[src/rtl/bfm_pkg.sv]
// shared types and constants of the bit-vector field matcher stage
package bfm_pkg;

	localparam int RULE_SLOTS = 32;
	localparam int CLASS_BITS = 64;
	localparam int KEY_W      = 64;
	localparam int LEN_W      = 7;
	localparam int ENTRY_W    = 5;
	localparam int CFG_IDX_W  = 4;
	localparam int SLOT_W     = ($clog2(RULE_SLOTS) > ENTRY_W) ? $clog2(RULE_SLOTS) : ENTRY_W;

	localparam logic [LEN_W-1:0] KEY_W_RESET = LEN_W'(32);
	localparam logic [LEN_W-1:0] KEY_W_MAX   = LEN_W'(KEY_W);

	localparam logic [CFG_IDX_W-1:0] REG_PREFIX_MODE     = CFG_IDX_W'(0);
	localparam logic [CFG_IDX_W-1:0] REG_KEY_WIDTH       = CFG_IDX_W'(1);
	localparam logic [CFG_IDX_W-1:0] REG_WILDCARD_ENABLE = CFG_IDX_W'(2);
	localparam logic [CFG_IDX_W-1:0] REG_WILDCARD_BITS   = CFG_IDX_W'(3);

	typedef enum logic {
		OP_CLASSIFY = 1'b0,
		OP_WRITE    = 1'b1
	} op_t;

	typedef enum logic [1:0] {
		VERDICT_CONTINUE = 2'd0,
		VERDICT_NO_MATCH = 2'd1,
		VERDICT_EMPTY    = 2'd2,
		VERDICT_WRITTEN  = 2'd3
	} verdict_t;

	// flag: entry_valid for a write, hit so far for a classify
	// key/len/bits: rule fields for a write, search key / best prefix / best bits for a classify
	typedef struct packed {
		op_t                    op;
		logic [SLOT_W-1:0]      idx;
		logic                   flag;
		logic [KEY_W-1:0]       key;
		logic [LEN_W-1:0]       len;
		logic [CLASS_BITS-1:0]  bits;
		logic [CLASS_BITS-1:0]  pbits;
	} token_t;

	typedef struct packed {
		logic              prefix_mode;
		logic [LEN_W-1:0]  eff_w;
		logic [KEY_W-1:0]  kmask;
	} match_cfg_t;

endpackage

[src/rtl/bfm_cell.sv]
// one rule slot of the matcher chain
module bfm_cell (
	input  logic                      clk,
	input  logic                      arst_n,
	input  logic [bfm_pkg::SLOT_W-1:0] slot_id,
	input  bfm_pkg::match_cfg_t       cfg,
	input  logic                      in_vld,
	input  bfm_pkg::token_t           in_tok,
	output logic                      out_vld,
	output bfm_pkg::token_t           out_tok
);
	import bfm_pkg::*;

	logic                   valid_q;
	logic [KEY_W-1:0]       key_q;
	logic [LEN_W-1:0]       prefix_q;
	logic [CLASS_BITS-1:0]  bits_q;

	logic                   vld_s1;
	token_t                 tok_s1;

	logic                   wr_hit;
	logic [LEN_W-1:0]       pe;
	logic [LEN_W-1:0]       shift;
	logic [KEY_W-1:0]       cmp_mask;
	logic                   match;
	logic                   take;
	token_t                 nxt_tok;

	assign wr_hit = in_vld && (in_tok.op == OP_WRITE) && (in_tok.idx == slot_id);

	always_comb begin
		pe       = (prefix_q > cfg.eff_w) ? cfg.eff_w : prefix_q;
		shift    = cfg.eff_w - pe;
		cmp_mask = cfg.prefix_mode ? (cfg.kmask & ({KEY_W{1'b1}} << shift)) : cfg.kmask;
		match    = (((in_tok.key ^ key_q) & cmp_mask) == '0);
		take     = (in_tok.op == OP_CLASSIFY) && valid_q && match &&
		           (!in_tok.flag || (cfg.prefix_mode && (pe > in_tok.len)));
		nxt_tok  = in_tok;
		if (take) begin
			nxt_tok.flag = 1'b1;
			nxt_tok.len  = pe;
			nxt_tok.bits = bits_q;
		end
	end

	always_ff @(posedge clk or negedge arst_n) begin
		if (!arst_n) begin
			valid_q <= 1'b0;
			vld_s1  <= 1'b0;
		end else begin
			vld_s1 <= in_vld;
			if (wr_hit) begin
				valid_q <= in_tok.flag;
			end
		end
	end

	always_ff @(posedge clk) begin
		tok_s1 <= nxt_tok;
		if (wr_hit) begin
			key_q    <= in_tok.key;
			prefix_q <= in_tok.len;
			bits_q   <= in_tok.bits;
		end
	end

	assign out_vld = vld_s1;
	assign out_tok = tok_s1;

endmodule

[config.mk]
export PLATFORM = sky130hd
export DESIGN_NAME = bfm_cell
export DESIGN_NICKNAME = d
export VERILOG_FILES = /design/src/rtl/bfm_pkg.sv /design/src/rtl/bfm_cell.sv
export SDC_FILE = /design/constraint.sdc
export NUM_CORES = 1
export LEC_CHECK = 0
export BUFFER_PORTS_ARGS = -buffer_cell sky130_fd_sc_hd__buf_2
export CAP_MARGIN = 20
export CORE_AREA = 2 2 191 193
export DETAILED_ROUTE_END_ITERATION = 7
export DIE_AREA = 0 0 193 195
export PLACE_DENSITY = 0.65
export SLEW_MARGIN = 5
export SYNTH_ARGS = -nofsm -noshare
export SYNTH_HDL_FRONTEND = slang
export SYNTH_SLANG_ARGS = --single-unit
export TNS_END_PERCENT = 10
[constraint.sdc]
create_clock -name clk -period 6.4 [get_ports clk]
set_clock_uncertainty 0.1 [all_clocks]
set_input_delay 0.64 -clock clk [delete_from_list [all_inputs] [get_ports clk]]
set_output_delay 0.64 -clock clk [all_outputs]
set_load 0.01 [all_outputs]
## After elaboration in Yosys (flattened, before gate mapping)

Cells that the tools add are included.

| cells by class | value |
|---|---|
| bitwise gates (word level) | 4 |
| multiplexer cells | 3 |
| add/subtract/negate cells | 1 |
| shift-type cells | 1 |
| reduce and logical (&&, ||, !) cells | 9 |
| equal/unequal tests | 1 |
| $lt $le $gt $ge | 2 |

Operator list:

| kind | count |
|---|---|
| bitwise AND 64 bit | 2 |
| two-way mux 71 bit | 1 |
| zero test 64 bit | 1 |
| two-way mux 64 bit | 1 |
| << shifter 64 x 7 -> 64 bit (first input constant) | 1 |
| bitwise XOR 64 bit | 1 |
| > comparator 7 bit | 2 |
| two-way mux 7 bit | 1 |
| subtractor 7 bit | 1 |
| logical AND 1 bit | 6 |
| == test 5 bit | 1 |
| zero test 1 bit | 1 |
| logical OR 1 bit | 1 |
| NOT 1 bit | 1 |

| word-level totals | value |
|---|---|
| word-level logic and storage cells | 33 |
| input bits | 286 |
| flip-flop bits (word level) | 343 |

## Depth between registers and ports, before layout

Gate-level depths: netlist of the first run.

| logic depth | value |
|---|---|
| word-level depth | 11 |
| depth in mapped cells | 21 |
| depth with buffers taken out | 19 |

## Worst setup path after synthesis of the first run

No wires, ideal clock.

| timing path | value |
|---|---|
| kind | input-to-reg |
| from | in slot_id[3] in the netlist's numbering |
| to | reg valid_q |
| setup time | 0.112 ns |
| arrival | 11.380 ns |
| path slack | -5.192 ns |
| cell stages on the path | 5 |
| path through | inv_1 > a22oi_1 > o2111ai_1 > nor3_1 > mux2_2 |

| between the ends | value |
|---|---|
| word-level cells in the longest chain between the ends | 2 |

Ends and longest elaborated chain:

| item | line | text |
|---|---|---|
| start, declared | bfm_cell.sv:5 | `input logic [bfm_pkg::SLOT_W-1:0] slot_id,` |
| == test 5 bit | bfm_cell.sv:30 | `assign wr_hit = in_vld && (in_tok.op == OP_WRITE) && (in_tok.idx == slot_id);` |
| logical AND 1 bit | bfm_cell.sv:30 |  |
| via wr_hit | bfm_cell.sv:22 | `logic wr_hit;` |
| end signal, assigned | bfm_cell.sv:54 | `valid_q <= in_tok.flag;` |
| end, declared | bfm_cell.sv:14 | `logic valid_q;` |

The timed path passes the listed nets, and every way through them passes these cells.
A chain may end at the register's enable or synchronous reset.

==> summary.txt, run 1 <==
Vias = 8,168
max-capacitance violation count = 0
Die ar. = 37,600 um2
WP data arrival = 6.25 ns
area share of the largest cell type after synthesis = 34.8%
Starting Density = 33.5%
number of global-route vias before repair = 8,549
Max VDD drop = 0.000222 V
Pwr per Cell Area = 314 nW/um2
first-pass GRT wire length = 48,900 um
CP max FO = 31
Avg WL per Cell = 18.4 um
clk sinks = 343
Final Hold Viols = 0
syn avg cell area = 15.0 um2
synthesized cell area = 11,900 um2
gp weighted congestion = 0.828
post-synthesis cell type count = 60
number of synthesized flops with an enable pin = 135
CTS tree = built
mux contribution to synthesized area = 9.32%
H-tree Lvls = 2
post-synthesis xor/xnor area fraction = 5.68%
Routed WL = 33,600 um
largest net degree at the start of global routing = 72
overall die height = 195 um
grt ovf = 0
worst-margin pin slew = 0.980 ns
Reg clk slew, reported paths = 0.07 ns
Power, Total = 5.10 mW
most common cell after layout, fill and taps aside = buf_2
Final Cycle Share = 92.7%
Die X = 193 um
vias per cell = 4.49
ANT nets after route = 0
Initial DRC Count = 327
Ys Warns = 0
Clk Latency, worst-skew pair = 0.54 ns
core area = 35,400 um2
pre-CTS setup slack = 0.0885 ns
ys async rst share = 0.583%
antenna violations before repair = 5
Yosys reg bits = 343
Nets = 1,635
Cells after Synth = 793
Adder-Cell Fraction of Synth Area = 2.28%
Setup Viol. Count Final = 0
Primary FF master, synth = dfxtp_1
Pins Over Slew Limit = 0
most frequent cells in the layout = buf_2 (492), dfxtp_1 (206), edfxtp_1 (135)
PortBufs = 492
worst relative slew slack = 34.7%
Synth area leader = dfxtp_1
I/O pins = 493
complex-gate fraction of the synthesized area = 7.17%
share of cells above drive strength 1 = 48.0%
largest family of logic cells by synthesized area = multiplexers
DP HPWL = 26,200 um
drt pass-1 iters = 5
DRC = 0
CTS Buf Count = 37
Syn Nets = 1,100
Area growth syn-to-layout = 37.0%
hold crit path type = in2reg
Crit Path Category = reg2reg
Req. time, crit path = 6.72 ns
FILL cells = 3,278
Final min period = 5.93 ns
leading post-synthesis cells by cell area = dfxtp_1 (35%), edfxtp_1 (34%), mux2_4 (8.2%), xor2_1 (5.0%), ha_1 (2.1%)
status = complete, no violations
crit end category = flop
final setup margin = 0.468 ns
Max Freq = 169 MHz
Max clock buf depth = 3
TNS Setup = 0 ns
CTS root buf = clkbuf_16
total track usage = 17.2%
Simple-Gate Fraction of Synth Area = 4.44%
RSZ-0062 raised after global routing = false
Setup crit start kind = flop
static leakage = 7.21 nW
post-synthesis sequential area ratio = 69.4%
Site Rows = 69
[report_power, final]
part | internal (mW) | switching, mW | leakage, nW
combinational | 0.247 | 0.315 | 3.60
clock | 1.31 | 0.859 | 0.628
sequential | 2.35 | 0.0210 | 2.98
[layout make-up]
type	count	area, um2	share of cell area, %
Clock inverter	14	120	0.739
Antenna cell	1	2.50	0.0154
Timing Repair Buffer	509	2620	16.1
Multi-Input combinational cell	410	3440	21.2
Sequential cell	343	8230	50.6
Tap cell	461	577	3.55
Clock buffer	54	1160	7.12
Inverter	27	101	0.624
[synthesized netlist by cell type (all sizes together) (4+ instances only)]
cell type and count:
inv 27, nor2 11, mux2 72, a22oi 13, a211oi 4, buf 9, nand4 9, mux2i 5
xnor2 8, o22ai 9, nand3 11, nor3 6, a31oi 5, dfxtp 206, o211ai 8, ha 20
a21oi 21, xor2 68, clkbuf 4, nand2 63, o21ai 27, edfxtp 135
[worst max-delay path, cell delays in order (launching register included)]
cell and delay [ns]:
edfxtp_1 0.45, ha_1 0.33, nand4_1 0.11, a21oi_1 0.19, nor3_1 0.10, nor2_1 0.47
o21ai_0 0.29, ha_1 0.28, fa_1 0.51, buf_4 0.22, nor2_1 0.30, o21a_1 0.15
a21oi_1 0.08, o2111ai_1 0.23, nand4_1 0.15, a2111oi_2 0.35, a41oi_2 0.25, a2111oi_4 0.38
buf_12 0.24, buf_12 0.27, mux2_4 0.33
[registers in the layout, indices dropped and copies added, names as in the netlist]
signal / count
prefix_q: 7
key_q: 64
bits_q: 64
out_tok: 206
out_vld: 1
valid_q: 1
[repair_timing]
| item | CTS | global route |
|---|---|---|
| endpoints found under the hold margin | 2 | 0 |
| gates resized for setup | 0 | 0 |
| hold buffers | 1 | 0 |
| buffers inserted | 0 | 0 |
[final timing paths]
check | startpoint | to | slack (ns) | depth (start not counted)
hold / removal | in_tok[16] | out_tok[16] | 0.11 | 1
min in group asynchronous | arst_n | valid_q | 0.33 | 2
setup reg to reg | prefix_q[6] | out_tok[69] | 0.47 | 20
max in group asynchronous | arst_n | out_vld | 5.76 | 2
setup / recovery | prefix_q[6] | out_tok[69] | 0.47 | 20
hold reg to reg | bits_q[55] | out_tok[119] | 0.37 | 1
[cell families (layout without fill, tap and decap cells)]
kind of cell / Yosys count / after routing
and+or+nand+nor: 116 / 116
xor gates and xnor gates: 76 / 76
buffers and inverters: 40 / 604
muxes: 77 / 77
AOI/OAI and AO/OA: 120 / 120
other: 0 / 1
DFF: 343 / 343
adders and majority gates: 21 / 21
[routing by layer]
layer	wire [um]	vias up	track usage, %
met4	710	4	6.03
met2	16600	368	30.0
met3	2750	55	4.83
met5	25	-	0
li1	-	3949	-
met1	13400	3792	20.1
[metrics by stage]
stage,hold slack (ns),cells,util [%],cell area (um2)
global route,0.0734,1819,45.9,16200
global placement,0.338,1748,42.2,15000
detailed placement,0.339,1748,42.2,15000
floorplan,0.244,793,-,11900
finish,0.107,1819,45.9,16200
CTS,0.0660,1817,45.9,16200
(Power assumes the default switching activity.)
==> run 2: changes to the inputs <==
- ABC_AREA: not set -> 1
- CORE_AREA: 2 2 191 193 -> 2 2 190 192
- DIE_AREA: 0 0 193 195 -> 0 0 192 194
- PLACE_DENSITY: 0.65 -> 0.67
==> summary.txt, run 2 <==
Clk Latency, worst-skew pair = 0.54 ns
CTS Buf Count = 38
Pwr per Cell Area = 315 nW/um2
syn avg cell area = 10.2 um2
Pins Over Slew Limit = 0
Req. time, crit path = 6.78 ns
Starting Density = 35.4%
largest net degree at the start of global routing = 89
antenna violations before repair = 11
Setup crit start kind = flop
clk sinks = 343
RSZ-0062 raised after global routing = false
max reg flops = 206
Max clock buf depth = 3
Die X = 192 um
worst-margin pin slew = 0.884 ns
gp weighted congestion = 0.911
most numerous cell in the Yosys netlist = nand2_1
core area = 35,200 um2
static leakage = 7.87 nW
status = complete, no violations
Nets = 2,023
DP HPWL = 29,000 um
Resized cells post-CTS = 0
total track usage = 20.3%
final setup margin = 0.985 ns
first-pass GRT wire length = 57,800 um
Ys Warns = 0
CP max FO = 71
Cells after Synth = 1,217
WP data arrival = 5.79 ns
H-tree Lvls = 2
Final Hold Slack = 0.0982 ns
most common cell after layout, fill and taps aside = buf_2
pre-CTS setup slack = 0.679 ns
area share of the largest cell type after synthesis = 33.1%
Max stage delay on crit path = 0.64 ns
most frequent cells in the layout = buf_2 (492), nand2_1 (377), dfxtp_1 (206)
R2R Path Start = prefix_q[6]
crit end category = flop
I/O pins = 493
DRC = 0
post-CTS setup buffers = 0
share of cells above drive strength 1 = 33.6%
top cells by count, synth = nand2_1 (378), dfxtp_1 (206), edfxtp_1 (135)
Area growth syn-to-layout = 33.1%
Final Cycle Share = 84.6%
Site Rows = 69
Layout Cells excl Fill = 2,214
Cells after DPL = 2,136
number of synthesized flops with an enable pin = 135
CP bufs+invs = 3
Syn Nets = 1,524
ANT nets after route = 0
storage element area = 8230 um2
Max Freq = 185 MHz
drt pass-1 iters = 5
ys async rst share = 0.583%
TNS Setup = 0 ns
grt ovf = 0
Primary FF master, synth = dfxtp_1
Setup Viol. Count Final = 0
post-synthesis cell type count = 40
hold crit path type = in2reg
overall die height = 194 um
multi-input logic area = 3730 um2
Synth area leader = dfxtp_1
CTS tree = built
Die ar. = 37,200 um2
number of global-route vias before repair = 10,200
Power, Total = 5.23 mW
leading post-synthesis cells by cell area = dfxtp_1 (33%), edfxtp_1 (33%), nand2_1 (11%), nand4_1 (3.9%), nor2_1 (3.4%)
Vias = 10,500
CP top delay family = simple AND/OR/NAND/NOR gates
Worst Setup SP = prefix_q[6]
CTS root buf = clkbuf_16
Final Hold Viols = 0
# hold bufs at CTS = 1
FILL cells = 3,352
post-synthesis sequential area ratio = 66.0%
Max VDD drop = 0.000244 V
slowest CP cell = buf_4
PortBufs = 492
Crit Path Category = reg2reg
most used cell along the critical path = nand2_1
Hold Crit Start = in_tok[35]
Yosys reg bits = 343
worst relative slew slack = 41.1%
max-capacitance violation count = 0
Initial DRC Count = 639
vias per cell = 4.74
Reg clk slew, reported paths = 0.06 ns
Final min period = 5.41 ns
Avg WL per Cell = 17.5 um
Routed WL = 38,800 um
synthesized cell area = 12,500 um2
## run 2: cell types whose count changed after synthesis, moves of 7 or more
cell,previous run,this run
a22oi_1,12,0
mux2_4,65,0
inv_1,27,56
o21ai_1,1,8
mux2_2,7,0
nand3_1,11,53
nor2_1,11,114
nand4_1,9,78
o21ai_0,26,33
a21boi_0,2,12
buf_6,7,16
xor2_1,68,19
nand2_1,63,378
## run 2: cell families (layout without fill, tap and decap cells)
kind of cell	Yosys count	in the layout	synth area share (%)
compound gates	86	86	3.98
buf+inv	100	627	4.12
flops	343	343	66.0
other cells	0	9	0
xor+xnor	21	21	1.47
simple gates	646	646	22.3
fa+ha+maj	21	21	2.17
## run 2: final cells by class
cell class / instances / share of cell area, %
Antenna cell: 9 / 0.136
Clock buffer: 50 / 6.62
Inverter: 61 / 1.42
Tap cell: 461 / 3.47
Clock inverter: 18 / 1.14
Timing Repair Buffer: 498 / 15.2
Sequential cell: 343 / 49.5
Multi-Input combinational cell: 774 / 22.5
## run 2: path summary, 6_finish.rpt
path / slack [ns] / endpoint / cells past startpoint
max: 0.99 / out_tok[123] / 25
min: 0.1 / out_tok[35] / 1
max reg2reg: 0.99 / out_tok[123] / 25
min reg2reg: 0.39 / out_tok[66] / 2
max in group asynchronous: 5.77 / valid_q / 2
min in group asynchronous: 0.33 / out_vld / 2
## run 2: per-layer routing
| metal | part of all wire (%) | global-route usage, % | routed length (um) |
|---|---|---|---|
| met5 | 0.070 | 0 | 27 |
| met4 | 3.2 | 8.51 | 1230 |
| met3 | 7.2 | 4.92 | 2790 |
| met2 | 49 | 34.1 | 19000 |
| met1 | 41 | 24.8 | 15700 |
## run 2: power by group
| part | internal [mW] | total, mW | switching [mW] |
|---|---|---|---|
| Sequential | 2.35 | 2.37 | 0.0213 |
| Combinational | 0.216 | 0.623 | 0.407 |
| Clock | 1.34 | 2.23 | 0.889 |
## run 2: stage by stage
| stage | cell area (um2) | util [%] |
|---|---|---|
| global placement | 15300 | 43.4 |
| finish | 16600 | 47.1 |
| global route | 16600 | 47.1 |
| CTS | 16600 | 47.1 |
| detailed placement | 15300 | 43.4 |
| floorplan | 12500 | - |
## run 2: worst register-to-register path, stage by stage (launching register included)
cell	delay [ns]
edfxtp_1	0.41
ha_1	0.31
nand2_1	0.09
inv_1	0.04
a21oi_1	0.23
nand2_1	0.12
nand2_1	0.27
o21ai_0	0.24
ha_1	0.29
fa_1	0.43
inv_1	0.13
nand3_1	0.15
nand3_1	0.13
nand2_2	0.27
nor2_2	0.31
nand2_1	0.15
o21ai_1	0.15
nand2_1	0.06
nor2_1	0.12
nand2_1	0.10
nor2_1	0.10
nand2_1	0.09
nand2_2	0.10
buf_4	0.64
nand4_1	0.23
nand2_1	0.12
