## src/rtl/bfm_pkg.sv

```systemverilog
// shared types and constants of the bit-vector field matcher stage
package bfm_pkg;

	localparam int RULE_SLOTS = 32;
	localparam int CLASS_BITS = 64;
	localparam int KEY_W      = 64;
	localparam int LEN_W      = 7;
	localparam int ENTRY_W    = 5;
	localparam int CFG_IDX_W  = 4;
	localparam int SLOT_W     = ($clog2(RULE_SLOTS) > ENTRY_W) ? $clog2(RULE_SLOTS) : ENTRY_W;

	localparam logic [LEN_W-1:0] KEY_W_RESET = LEN_W'(32);
	localparam logic [LEN_W-1:0] KEY_W_MAX   = LEN_W'(KEY_W);

	localparam logic [CFG_IDX_W-1:0] REG_PREFIX_MODE     = CFG_IDX_W'(0);
	localparam logic [CFG_IDX_W-1:0] REG_KEY_WIDTH       = CFG_IDX_W'(1);
	localparam logic [CFG_IDX_W-1:0] REG_WILDCARD_ENABLE = CFG_IDX_W'(2);
	localparam logic [CFG_IDX_W-1:0] REG_WILDCARD_BITS   = CFG_IDX_W'(3);

	typedef enum logic {
		OP_CLASSIFY = 1'b0,
		OP_WRITE    = 1'b1
	} op_t;

	typedef enum logic [1:0] {
		VERDICT_CONTINUE = 2'd0,
		VERDICT_NO_MATCH = 2'd1,
		VERDICT_EMPTY    = 2'd2,
		VERDICT_WRITTEN  = 2'd3
	} verdict_t;

	// flag: entry_valid for a write, hit so far for a classify
	// key/len/bits: rule fields for a write, search key / best prefix / best bits for a classify
	typedef struct packed {
		op_t                    op;
		logic [SLOT_W-1:0]      idx;
		logic                   flag;
		logic [KEY_W-1:0]       key;
		logic [LEN_W-1:0]       len;
		logic [CLASS_BITS-1:0]  bits;
		logic [CLASS_BITS-1:0]  pbits;
	} token_t;

	typedef struct packed {
		logic              prefix_mode;
		logic [LEN_W-1:0]  eff_w;
		logic [KEY_W-1:0]  kmask;
	} match_cfg_t;

endpackage

```

## src/rtl/bfm_result.sv

```systemverilog
// result stage: applies the winning rule or the wildcard and forms the verdict
module bfm_result (
	input  logic                          clk,
	input  logic                          arst_n,
	input  logic                          wildcard_enable,
	input  logic [bfm_pkg::CLASS_BITS-1:0] wildcard_bits,
	input  logic                          in_vld,
	input  bfm_pkg::token_t               in_tok,
	output logic                          done,
	output logic [bfm_pkg::CLASS_BITS-1:0] class_bits,
	output bfm_pkg::verdict_t             verdict,
	output logic                          used_wildcard
);
	import bfm_pkg::*;

	logic                   done_q;
	logic [CLASS_BITS-1:0]  class_q;
	verdict_t               verdict_q;
	logic                   wild_q;

	logic [CLASS_BITS-1:0]  r;
	logic [CLASS_BITS-1:0]  nxt_class;
	verdict_t               nxt_verdict;
	logic                   nxt_wild;

	always_comb begin
		r           = '0;
		nxt_class   = '0;
		nxt_verdict = VERDICT_WRITTEN;
		nxt_wild    = 1'b0;
		if (in_tok.op == OP_CLASSIFY) begin
			if (in_tok.flag) begin
				r = in_tok.pbits & in_tok.bits;
			end else if (wildcard_enable) begin
				r        = in_tok.pbits & wildcard_bits;
				nxt_wild = 1'b1;
			end
			if (in_tok.flag || wildcard_enable) begin
				nxt_class   = r;
				nxt_verdict = (r == '0) ? VERDICT_EMPTY : VERDICT_CONTINUE;
			end else begin
				nxt_class   = in_tok.pbits;
				nxt_verdict = VERDICT_NO_MATCH;
			end
		end
	end

	always_ff @(posedge clk or negedge arst_n) begin
		if (!arst_n) begin
			done_q <= 1'b0;
		end else begin
			done_q <= in_vld;
		end
	end

	always_ff @(posedge clk) begin
		class_q   <= nxt_class;
		verdict_q <= nxt_verdict;
		wild_q    <= nxt_wild;
	end

	assign done          = done_q;
	assign class_bits    = class_q;
	assign verdict       = verdict_q;
	assign used_wildcard = wild_q;

endmodule

```

## config.mk

```make
export PLATFORM = sky130hd
export DESIGN_NAME = bfm_result
export DESIGN_NICKNAME = d
export VERILOG_FILES = /design/src/rtl/bfm_pkg.sv /design/src/rtl/bfm_result.sv
export SDC_FILE = /design/constraint.sdc
export NUM_CORES = 1
export LEC_CHECK = 0
export ABC_AREA = 1
export BUFFER_PORTS_ARGS = -buffer_cell sky130_fd_sc_hd__clkbuf_2
export CORE_AREA = 3 3 133 135
export CTS_CLUSTER_SIZE = 25
export DETAILED_ROUTE_END_ITERATION = 8
export DIE_AREA = 0 0 136 138
export HOLD_SLACK_MARGIN = 0.03
export REMOVE_ABC_BUFFERS = 1
export SETUP_SLACK_MARGIN = 0.15
export SLEW_MARGIN = 0
export SYNTH_ARGS = -nofsm -noshare
export SYNTH_HDL_FRONTEND = slang
export SYNTH_SLANG_ARGS = --single-unit
```

## constraint.sdc

```tcl
create_clock -name clk -period 0.8 [get_ports clk]
set_input_delay 0.04 -clock clk [delete_from_list [all_inputs] [get_ports clk]]
set_output_delay 0.04 -clock clk [all_outputs]
set_load 0.01 [all_outputs]
```

Word level (Yosys, flattened, before mapping)
Cells that the tools add are included.
Word-level totals
  flip-flop bits (word level): 68
  input bits: 274
  output and inout bits: 68
  word-level logic and storage cells: 19
Cells by class
  mux-type cells: 7
  bitwise gates (word level): 3
  reduce and logical (&&, ||, !) cells: 4
Operators with widths (number)
  two-way mux 64 bit: 4
  bitwise AND 64 bit: 2
  logical NOT 64 bit: 1
  two-way mux 2 bit: 2
  OR reduction 2 bit: 2
  logical OR 1 bit: 1
  two-way mux 1 bit: 1
  NOT 1 bit: 1

Longest topological paths before layout
Gate-level depths: netlist of run 1.
  word-level depth: 7
  gate-level depth with buffers: 13
  depth with buffers taken out: 11

Least setup slack after synthesis of run 1
Ideal clock, no wire load.
  path kind: input port to flip-flop
  start point: input port in_tok[199] (netlist bit)
  end point: register verdict_q[1] (netlist: verdict[1])
  setup time: 0.058 ns
  data arrival time: 1.024 ns
  data required time: 0.742 ns
  slack: -0.282 ns
  cell stages on the path: 12
  path buffers: 3
  path through: buf_4 > inv_4 > buf_6 > buf_6 > nand2_1 > nand3_1 > nand4_1 > nor2_1 > nand2_1 > nor2_1 > nand2_1 > nand2_1
On the way
  word-level cells in the longest chain between the ends: 5
  elaborated cells between the ends (all ways): 6
  classes of those cells: mux (4); reduce/logical (2)
Ends and longest elaborated chain
  start, declared: line bfm_result.sv:8  | input bfm_pkg::token_t in_tok,
  two-way mux 64 bit: line bfm_result.sv:32  | if (in_tok.flag) begin
  two-way mux 64 bit: line bfm_result.sv:31  | if (in_tok.op == OP_CLASSIFY) begin
  logical NOT 64 bit: line bfm_result.sv:40  | nxt_verdict = (r == '0) ? VERDICT_EMPTY : VERDICT_CONTINUE;
  two-way mux 2 bit: line bfm_result.sv:40
  two-way mux 2 bit (*): line bfm_result.sv:38  | if (in_tok.flag || wildcard_enable) begin
  end signal, assigned: line bfm_result.sv:58  | verdict_q <= nxt_verdict;
  end, declared: line bfm_result.sv:18  | verdict_t verdict_q;
Every way passes the cells marked *; elsewhere a longest branch is shown, timed or not. The select of a mux whose other input is x is not followed.
A chain may end at the register's enable or synchronous reset.

Worst setup path in the final report of run 1
Ends and elaborated chain as after synthesis.

==> results.md, run 1 <==
- Status: complete, but fails checks
- Failing checks: negative hold slack, negative setup slack
- Relative slew slack: 82.20%
- Total GRT Usage: 17.63%
- Synth Register Bits: 68
- CP Launch Type: primary input
- First-pass GRT wire length: 25.76 mm
- Initial Util: 21.61%
- Most common cell after layout, fill and taps aside: nand2_1
- Fin crit share: 125.7%
- Clock sinks: 68
- Placed insts: 1080
- Layout cells sized above 1: 57.61%
- Cells after Synth: 563
- Largest net degree at the start of global routing: 36
- Setup ws final: -0.2055 ns
- Final Slew Violations: 0
- FP Rows: 47
- CORE AREA: 0.01658 mm^2
- Unrepaired setup endpoints after global routing: yes
- Static Leak: 4.000 nW
- Bufs on Longest Clock Path: 2
- Ant. Diodes: 0
- Clock-pin transition on the worst setup and hold timing paths: 0.06 ns
- CP max-delay cell: buf_12
- Total power draw: 0.01078 W
- Worst-path cell chain: clkbuf_16 > buf_12 > buf_12 > nand2_1 > nand3_1 > nand4_1 > nor2_1 > nand2_2 > nor2_2 > nand2_1 > nand2_1
- Max-cap violations: 0
- # port buffers: 265
- Fmax: 994.6 MHz
- Setup violators final: 104
- Most frequent cells in the layout: 196 x nand2_1, 195 x clkbuf_2, 57 x buf_4
- Initial antenna violation count: 0
- Vias per cell: 4.368
- Routed WL: 17.65 mm
- Peak supply drop: 0.9500 mV
- Arrival time at the worst endpoint: 1.29 ns
- Finished Layout Cells: 1159
- Die ar.: 0.01877 mm^2
- Critical Path Start: in_tok[199]
- Path type of the worst setup path: in2reg
- Final RePlAce weighted congestion: 0.8056
- Per-cell routed wire length: 15.23 um
- Crit end category: flip-flop
- CP required: 1.08 ns
- Post-route ant nets: 0
- Yosys Warn Count: 0
- Overflow after GRT: 0
- Die height: 138 um
- DRC Markers: 0
- Min Hold Slack: -0.05717 ns
- Die X: 136 um
- Cell depth of the worst setup path: 11
- Area grow syn2layout: 112.8%
- Hold Crit Class: in2reg
- 1st-iter DRT viols: 147
- Fin util: 45.99%
- Minimum clock period: 1.005 ns
- Place WS: -0.7788 ns
- Cell Pwr Density: 1414 mW/mm^2
- Delay-heaviest family, CP: simple AND/OR/NAND/NOR gates
- Setup crit end: verdict[1]
- Post-synthesis average cell area: 6.365 um^2
- Crit Path Max Fanout: 11
- Clock root buffer: clkbuf_16
- Seq/Total Area, Yosys: 38.13%
- Synthesized cell area: 0.003583 mm^2
- I/O Pins: 342
- Most used cell, CP: nand2_1
- TritonCTS Buffers: 9
- Final hold violation count: 25
- Synth cell types: 17
- Drt pass-1 iters: 4
- Crit path largest cell delay: 0.15 ns
- CTS tree: yes
- DP HPWL: 11.90 mm
- Final #Nets: 1208
- Worst Path Buf+Inv: 3
- Vias in the first global route: 4978
- Max H-tree Level: 3
- Slew @ Worst Pin: 0.2658 ns
- DR vias: 5063
worst min-delay path, stage by stage:
cell      delay (ns)
clkbuf_2        0.09
nand2_2         0.05
a21oi_1         0.05
cell usage after synthesis (all sizes together):
| library cell | count | area share [%] |
|---|---|---|
| inv | 48 | 5.1 |
| o21ai | 1 | 0.14 |
| a21oi | 65 | 9.1 |
| nand4 | 8 | 1.4 |
| nor2 | 19 | 2.0 |
| nand3 | 41 | 5.7 |
| clkbuf | 8 | 0.84 |
| buf | 27 | 4.4 |
| nand2 | 255 | 27 |
| dfxtp | 67 | 37 |
| o211ai | 23 | 6.5 |
| dfrtp | 1 | 0.70 |
stage by stage:
| step | TNS [ns] | cell area (um^2) |
|---|---|---|
| 2_1_floorplan | -100.51 | 3396 |
| 6_report | -5.417 | 7627 |
| 4_1_cts | -5.422 | 7069 |
| 3_3_place_gp | -29.72 | 5608 |
| 5_1_grt | -9.734 | 7627 |
| 3_5_place_dp | -31.40 | 5608 |
power breakdown:
group / leakage (nW) / total (W) / switching (W) / internal [W]
combinational: 3.29 / 0.00323 / 0.00149 / 0.00174
sequential: 0.578 / 0.00371 / 0.0000850 / 0.00362
clock: 0.136 / 0.00384 / 0.00157 / 0.00227
total: 4.00 / 0.0108 / 0.00315 / 0.00764
how the worst min path moves through the flow:
stage / start / end / slack [ns] / cells past startpoint
floorplan: arst_n / done / -0.26 / 0
global placement: arst_n / done / -0.18 / 1
detailed placement: arst_n / done / -0.18 / 1
CTS: in_tok[47] / class_bits[47] / -0.07 / 3
global route: in_tok[8] / class_bits[8] / -0.06 / 3
finish: in_tok[8] / class_bits[8] / -0.06 / 3
registers in the layout, summed over array words and instances (netlist names):
register / cells
done: 1
used_wildcard: 1
class_bits: 64
verdict: 2
cell type report:
type                            count  area, um^2
Clock buffer                       13       260.3
Clock inverter                      3       21.27
Fill cell                        1659        8956
Inverter                           48       196.4
Multi-Input combinational cell    412        2267
Sequential cell                    68        1414
Tap cell                          220       275.3
Timing Repair Buffer              395        3193
cells by family (layout without fill, tap and decap cells):
group,after synthesis,count (layout),synth area share [%]
AND/OR/NAND/NOR,323,323,35.82
AO/OA/AOI/OAI,89,89,15.71
buffers and inverters,83,459,10.34
flip-flops,68,68,38.13
routing by layer:
metal  vias to the layer above  track usage [%]  part of all wire, %
met1                      2284            21.33                   41
li1                       2541                -                    -
met2                       202            30.48                   50
met3                        36            3.561                  6.4
met4                         0            6.790                  2.7
met5                         -                0                    0
what timing repair did:
item	4_1_cts	5_1_grt
buffers inserted	23	5
resized for setup	149	177
endpoints found under the hold margin	56	36
hold buffers	21	8
cloned	10	0
pin swaps	66	23
setup endpoints to repair	133	134
(Power assumes the default switching activity.)
==> inputs of run 2 (changes only) <==
--- a/config.mk
+++ b/config.mk
@@ -6,12 +6,13 @@
 export NUM_CORES = 1
 export LEC_CHECK = 0
 export ABC_AREA = 1
+export ABC_CLOCK_PERIOD_IN_PS = 800
 export BUFFER_PORTS_ARGS = -buffer_cell sky130_fd_sc_hd__clkbuf_2
 export CORE_AREA = 3 3 133 135
 export CTS_CLUSTER_SIZE = 25
 export DETAILED_ROUTE_END_ITERATION = 8
 export DIE_AREA = 0 0 136 138
-export HOLD_SLACK_MARGIN = 0.03
+export HOLD_SLACK_MARGIN = 0.05
 export REMOVE_ABC_BUFFERS = 1
 export SETUP_SLACK_MARGIN = 0.15
 export SLEW_MARGIN = 0
==> constraint.sdc (replaced) <==
create_clock -name clk -period 0.8 [get_ports clk]
set_input_delay 0.04 -clock clk [delete_from_list [all_inputs] [get_ports clk]]
set_output_delay 0.04 -clock clk [all_outputs]
set_load 0.02 [all_outputs]
==> results.md, run 2 (synthesized netlist as in run 1, its figures left out) <==
- Vias in the first global route: 5053 (was 4978)
- Most used cell, CP: nand2_1 (unchanged)
- Min Hold Slack: -0.05664 ns (was -0.05717 ns)
- Relative slew slack: 81.96% (was 82.20%)
- TritonCTS Buffers: 9 (unchanged)
- Fmax: 992.0 MHz (was 994.6 MHz)
- Initial Util: 21.61% (unchanged)
- Failing checks: negative hold slack, negative setup slack (unchanged)
- Max H-tree Level: 3 (unchanged)
- DRC Markers: 0 (unchanged)
- Vias per cell: 4.391 (was 4.368)
- 1st-iter DRT viols: 208 (was 147)
- CTS tree: yes (unchanged)
- Total GRT Usage: 18.07% (was 17.63%)
- Max reg flops: 64 (unchanged)
- Final Slew Violations: 0 (unchanged)
- Max-cap violations: 0 (unchanged)
- Final #Nets: 1196 (was 1208)
- Delay-heaviest family, CP: buffers and inverters (was simple AND/OR/NAND/NOR gates)
- Crit end category: flip-flop (unchanged)
- Clock sinks: 68 (unchanged)
- Placed Instance Area: 0.005608 mm^2 (unchanged)
- Slew @ Worst Pin: 0.2694 ns (was 0.2658 ns)
- Die ar.: 0.01877 mm^2 (unchanged)
- Clock root buffer: clkbuf_16 (unchanged)
- Most frequent cells in the layout: 195 x nand2_1, 195 x clkbuf_2, 74 x buf_8 (was 196 x nand2_1, 195 x clkbuf_2, 57 x buf_4)
- Unrepaired setup endpoints after global routing: yes (unchanged)
- Final instance area: 0.007950 mm^2 (was 0.007627 mm^2)
- DP HPWL: 11.90 mm (unchanged)
- Largest net degree at the start of global routing: 36 (unchanged)
- CP Launch Type: primary input (unchanged)
- Crit path largest cell delay: 0.61 ns (was 0.15 ns)
- Path type of the worst setup path: in2reg (unchanged)
- Crit Path Max Fanout: 2 (was 11)
- Static Leak: 4.059 nW (was 4.000 nW)
- Die height: 138 um (unchanged)
- CP required: 1.08 ns (about the same)
- Routed WL: 17.99 mm (was 17.65 mm)
- Worst Path Buf+Inv: 2 (was 3)
- Setup ws final: -0.2081 ns (was -0.2055 ns)
- DR vias: 5036 (was 5063)
- # port buffers: 265 (unchanged)
- Bufs on Longest Clock Path: 2 (unchanged)
- Clock-pin transition on the worst setup and hold timing paths: 0.06 ns (about the same)
- CORE AREA: 0.01658 mm^2 (unchanged)
- Overflow after GRT: 0 (unchanged)
- Final RePlAce weighted congestion: 0.8056 (unchanged)
- Ant. Diodes: 0 (unchanged)
- Peak supply drop: 0.9499 mV (was 0.9500 mV)
- I/O Pins: 342 (unchanged)
- Area grow syn2layout: 121.9% (was 112.8%)
- Cell Pwr Density: 1411 mW/mm^2 (was 1414 mW/mm^2)
- Per-cell routed wire length: 15.68 um (was 15.23 um)
- Layout cells sized above 1: 61.06% (was 57.61%)
- CP max-delay cell: dlygate4sd3_1 (was buf_12)
- Die X: 136 um (unchanged)
- Fin util: 47.94% (was 45.99%)
- Fin crit share: 126.0% (was 125.7%)
- FP Rows: 47 (unchanged)
- First-pass GRT wire length: 26.39 mm (was 25.76 mm)
- Drt pass-1 iters: 4 (unchanged)
- Arrival time at the worst endpoint: 1.29 ns (about the same)
- Worst-path cell chain: clkbuf_2 > dlygate4sd3_1 > o211ai_2 > nand2_1 > nor2_1 > nand3_1 > nor2_1 > nand2_1 > nand2_1 (was clkbuf_16 > buf_12 > buf_12 > nand2_1 > nand3_1 > nand4_1 > nor2_1 > nand2_2 > nor2_2 > nand2_1 > nand2_1)
- Setup violators final: 128 (was 104)
- Initial antenna violation count: 0 (unchanged)
- Post-route ant nets: 0 (unchanged)
- Status: complete, but fails checks (unchanged)
- Minimum clock period: 1.008 ns (was 1.005 ns)
- Hold Crit Class: in2reg (unchanged)
- Final hold violation count: 29 (was 25)
[run 2: cell type report]
cell class / instances / area (um^2)
flip-flops and latches: 68 / 1448
repair buffers: 383 / 3481
fillers: 1593 / 8633
clock inverters: 3 / 21.27
well taps: 220 / 275.3
multi-input cells: 412 / 2268
inverters: 48 / 196.4
clock buffers: 13 / 260.3
[run 2: tightest hold or removal path, delay by kind of cell]
family	cells	cell delay (ns)
AOI/OAI and AO/OA	1	0.05
and+or+nand+nor	1	0.05
buffers and inverters	1	0.09
[run 2: stage by stage]
stage                     std cells  setup slack (ns)  power, W  TNS, ns  hold WS, ns
after floorplan                 528            -1.817  0.004721  -100.51      -0.2556
after global placement         1080           -0.7717  0.006148   -29.72      -0.1844
after detailed placement       1080           -0.7788  0.006152   -31.40      -0.1840
after CTS                      1147           -0.2144   0.01107   -6.708     -0.07457
after global routing           1147           -0.3243   0.01176   -10.54     -0.06090
final                          1147           -0.2081   0.01122   -6.393     -0.05664
[run 2: repair_timing]
action                                  4_1_cts  5_1_grt
setup buffers                                23        2
resized for setup                           322      125
endpoints found under the setup margin      133      134
hold endpoints to repair                     62       41
gates cloned                                 10        0
pin swaps                                    66       25
hold buffers                                 18        2
[run 2: path summary, 6_finish.rpt]
path / startpoint / to / slack [ns] / depth (start not counted)
min: in_tok[8] / class_bits[8] / -0.06 / 3
max in group asynchronous: arst_n / done / 0.71 / 2
max: in_tok[57] / verdict[1] / -0.21 / 9
min in group asynchronous: arst_n / done / 0.01 / 2
[run 2: layer usage]
metal / vias to the layer above / GRT usage, % / part of all wire (%)
met2: 217 / 31.40 / 51
met1: 2262 / 21.58 / 40
met5: - / 0 / 0
met4: 0 / 7.268 / 2.9
li1: 2522 / - / -
met3: 35 / 3.706 / 7.0
[run 2: report_power, final]
part | total [W] | internal, W | switching (W)
logic | 0.00359 | 0.00193 | 0.00166
clock network | 0.00384 | 0.00227 | 0.00157
registers | 0.00379 | 0.00364 | 0.000141
total | 0.0112 | 0.00785 | 0.00337
==> inputs of run 3 (changes only) <==
--- a/config.mk
+++ b/config.mk
@@ -5,13 +5,12 @@
 export SDC_FILE = /design/constraint.sdc
 export NUM_CORES = 1
 export LEC_CHECK = 0
-export ABC_AREA = 1
 export ABC_CLOCK_PERIOD_IN_PS = 800
 export BUFFER_PORTS_ARGS = -buffer_cell sky130_fd_sc_hd__clkbuf_2
-export CORE_AREA = 3 3 133 135
+export CORE_AREA = 3 3 131 133
 export CTS_CLUSTER_SIZE = 25
 export DETAILED_ROUTE_END_ITERATION = 8
-export DIE_AREA = 0 0 136 138
+export DIE_AREA = 0 0 134 136
 export HOLD_SLACK_MARGIN = 0.05
 export REMOVE_ABC_BUFFERS = 1
 export SETUP_SLACK_MARGIN = 0.15
==> results.md, run 3 <==
- Finished Layout Cells: 964 (was 1147)
- Total power draw: 0.01141 W (was 0.01122 W)
- Final #Nets: 1019 (was 1196)
- Synth Register Bits: 68 (unchanged)
- Placed Instance Area: 0.005230 mm^2 (was 0.005608 mm^2)
- Routed WL: 20.15 mm (was 17.99 mm)
- Max-cap violations: 0 (unchanged)
- Cells after Synth: 321 (was 563)
- Sequential power share: 32.7% (was 33.7%)
- Path type of the worst setup path: in2reg (unchanged)
- Switching pwr: 0.003324 W (was 0.003369 W)
- Max reg flops: 64 (unchanged)
- 1st-iter DRT viols: 171 (was 208)
- Die X: 134 um (was 136 um)
- CTS tree: yes (unchanged)
- Crit end category: flip-flop (unchanged)
- Commonest cells post-synth: 67 x dfxtp_1, 53 x a22o_1, 42 x nor3b_1, 42 x o22ai_1, 32 x a22oi_1 (was 255 x nand2_1, 67 x dfxtp_1, 65 x a21oi_1)
- Ant. Diodes: 0 (unchanged)
- Status: complete, but fails checks (unchanged)
- Most frequent cell after synthesis: dfxtp_1 (was nand2_1)
- I/O Pins: 342 (unchanged)
- FFs w/ async S/R, synth: 1.471% (unchanged)
- Failing checks: negative setup slack (was negative hold slack, negative setup slack)
- Final Slew Violations: 0 (unchanged)
- Die height: 136 um (was 138 um)
- CP required: 1.08 ns (about the same)
- Clock-pin transition on the worst setup and hold timing paths: 0.06 ns (about the same)
- Area leader, netlist: dfxtp_1 (unchanged)
- Yosys Warn Count: 0 (unchanged)
- Fmax: 693.9 MHz (was 992.0 MHz)
- Combinational Power Share: 34.3% (was 32.0%)
- Arrival time at the worst endpoint: 1.72 ns (was 1.29 ns)
- Clock share of power: 33.0% (was 34.3%)
- Per-cell routed wire length: 20.90 um (was 15.68 um)
- Max H-tree Level: 3 (unchanged)
- Final instance area: 0.008407 mm^2 (was 0.007950 mm^2)
- Unrepaired setup endpoints after global routing: yes (unchanged)
- Min Hold Slack: 0.001535 ns (was -0.05664 ns)
- CP Launch Type: primary input (unchanged)
- Number of flops mapped to enable cells by yosys: 0 (unchanged)
- Fin util: 52.73% (was 47.94%)
- Overflow after GRT: 0 (unchanged)
- Synth cell types: 28 (was 17)
- Drt pass-1 iters: 4 (unchanged)
- P_int: 0.008088 W (was 0.007851 W)
- Delay-heaviest family, CP: buffers and inverters (unchanged)
- Minimum clock period: 1.441 ns (was 1.008 ns)
- Final hold violation count: 0 (was 29)
- Hold Crit Class: in2async (was in2reg)
- Layout cells sized above 1: 71.79% (was 61.06%)
- Worst-path cell chain: clkbuf_16 > buf_12 > clkbuf_16 > a22o_1 > a22oi_2 > nand4_1 > nor4_4 > buf_4 > a31o_1 (was clkbuf_2 > dlygate4sd3_1 > o211ai_2 > nand2_1 > nor2_1 > nand3_1 > nor2_1 > nand2_1 > nand2_1)
- Die ar.: 0.01822 mm^2 (was 0.01877 mm^2)
- Bufs on Longest Clock Path: 2 (unchanged)
- Worst Path Buf+Inv: 4 (was 2)
- Crit Path Max Fanout: 7 (was 2)
- Clock root buffer: clkbuf_16 (unchanged)
- Setup ws final: -0.6411 ns (was -0.2081 ns)
- DRC Markers: 0 (unchanged)
- Most used cell, CP: clkbuf_16 (was nand2_1)
- FP Rows: 46 (was 47)
- Cell Pwr Density: 1358 mW/mm^2 (was 1411 mW/mm^2)
- Top-area cell type share of the netlist area: 42.19% (was 37.43%)
- CP max-delay cell: nor4_4 (was dlygate4sd3_1)
- Vias in the first global route: 5068 (was 5053)
- Static Leak: 3.868 nW (was 4.059 nW)
- # hold bufs at CTS: 71 (was 18)
- # port buffers: 265 (unchanged)
- Post-route ant nets: 0 (unchanged)
- DP HPWL: 11.77 mm (was 11.90 mm)
- Largest net degree at the start of global routing: 24 (was 36)
- Area grow syn2layout: 164.4% (was 121.9%)
- Relative slew slack: 73.04% (was 81.96%)
- DR vias: 4769 (was 5036)
- Synthesized cell area: 0.003179 mm^2 (was 0.003583 mm^2)
- First-pass GRT wire length: 26.53 mm (was 26.39 mm)
- Peak supply drop: 0.9240 mV (was 0.9499 mV)
- Prevailing post-synth register cell: dfxtp_1 (unchanged)
- Initial Util: 19.94% (was 21.61%)
- Most common cell after layout, fill and taps aside: clkbuf_2
- Setup violators final: 103 (was 128)
- Initial antenna violation count: 0 (unchanged)
- Sw Share: 29.13% (was 30.03%)
- Final RePlAce weighted congestion: 0.7884 (was 0.8056)
- Largest cells by area after synthesis: dfxtp_1 42%, a22o_1 15%, nor3b_1 9.9% (was dfxtp_1 37%, nand2_1 27%, a21oi_1 9.1%)
- Seq/Total Area, Yosys: 42.98% (was 38.13%)
- TritonCTS Buffers: 9 (unchanged)
- Most frequent cells in the layout: 195 x clkbuf_2, 73 x buf_8, 69 x dlygate4sd3_1 (was 195 x nand2_1, 195 x clkbuf_2, 74 x buf_8)
- CORE AREA: 0.01594 mm^2 (was 0.01658 mm^2)
- Placed insts: 844 (was 1080)
- Fin crit share: 180.1% (was 126.0%)
- Slew @ Worst Pin: 0.4044 ns (was 0.2694 ns)
- Vias per cell: 4.947 (was 4.391)
- Clock sinks: 68 (unchanged)
- Total GRT Usage: 18.77% (was 18.07%)
- Crit path largest cell delay: 0.38 ns (was 0.61 ns)
- Post-synthesis average cell area: 9.904 um^2 (was 6.365 um^2)
run 3: stage by stage:
step,worst slack (ns),TNS [ns]
final,-0.6411,-4.674
after global routing,-0.6815,-7.931
after CTS,-0.6186,-7.922
after detailed placement,-1.312,-47.50
after global placement,-1.227,-46.02
after floorplan,-1.809,-67.95
run 3: cell families (layout without fill, tap and decap cells):
family / count (synthesis) / in the layout / synth area share (%)
and+or+nand+nor: 61 / 63 / 12.75
DFF: 68 / 68 / 42.98
buffers and inverters: 31 / 456 / 4.683
AOI/OAI and AO/OA: 161 / 161 / 39.59
run 3: worst max path at each step:
stage	start	to	cells after the start
6_report	in_tok[199]	verdict[1]	9
5_1_grt	in_tok[199]	verdict[1]	9
4_1_cts	in_tok[199]	verdict[1]	8
3_5_place_dp	wildcard_enable	verdict[1]	10
3_3_place_gp	wildcard_enable	verdict[1]	10
2_1_floorplan	in_tok[199]	verdict[1]	6
run 3: layout make-up:
type	instances	area, um^2
clock buffer	12	256.5
clock inverter	2	12.51
fill	1372	7536
inverter	2	20.02
multi-input combinational	224	2382
sequential	68	1449
tap	216	270.3
timing repair buffer	440	4016
run 3: per-layer routing:
metal / share of wire [%] / track usage, %
met5: 0 / 0
met4: 2.4 / 7.371
met1: 37 / 20.48
met3: 7.7 / 5.811
met2: 52 / 33.97
run 3: what timing repair did:
| action | 4_1_cts | 5_1_grt |
|---|---|---|
| setup endpoints to repair | 134 | 135 |
| gates cloned | 5 | 9 |
| hold endpoints to repair | 65 | 15 |
| pin swaps | 16 | 56 |
| buffers inserted | 8 | 14 |
| resized for setup | 235 | 210 |
run 3: power by group through the flow:
stage / Sequential (W) / Clock [W] / Combinational (W)
after floorplan: 0.00392 / 0 / 0.000685
after global placement: 0.00369 / 0 / 0.00231
after detailed placement: 0.00369 / 0 / 0.00231
after CTS: 0.00367 / 0.00389 / 0.00309
after global routing: 0.00375 / 0.00399 / 0.00415
final: 0.00373 / 0.00376 / 0.00392
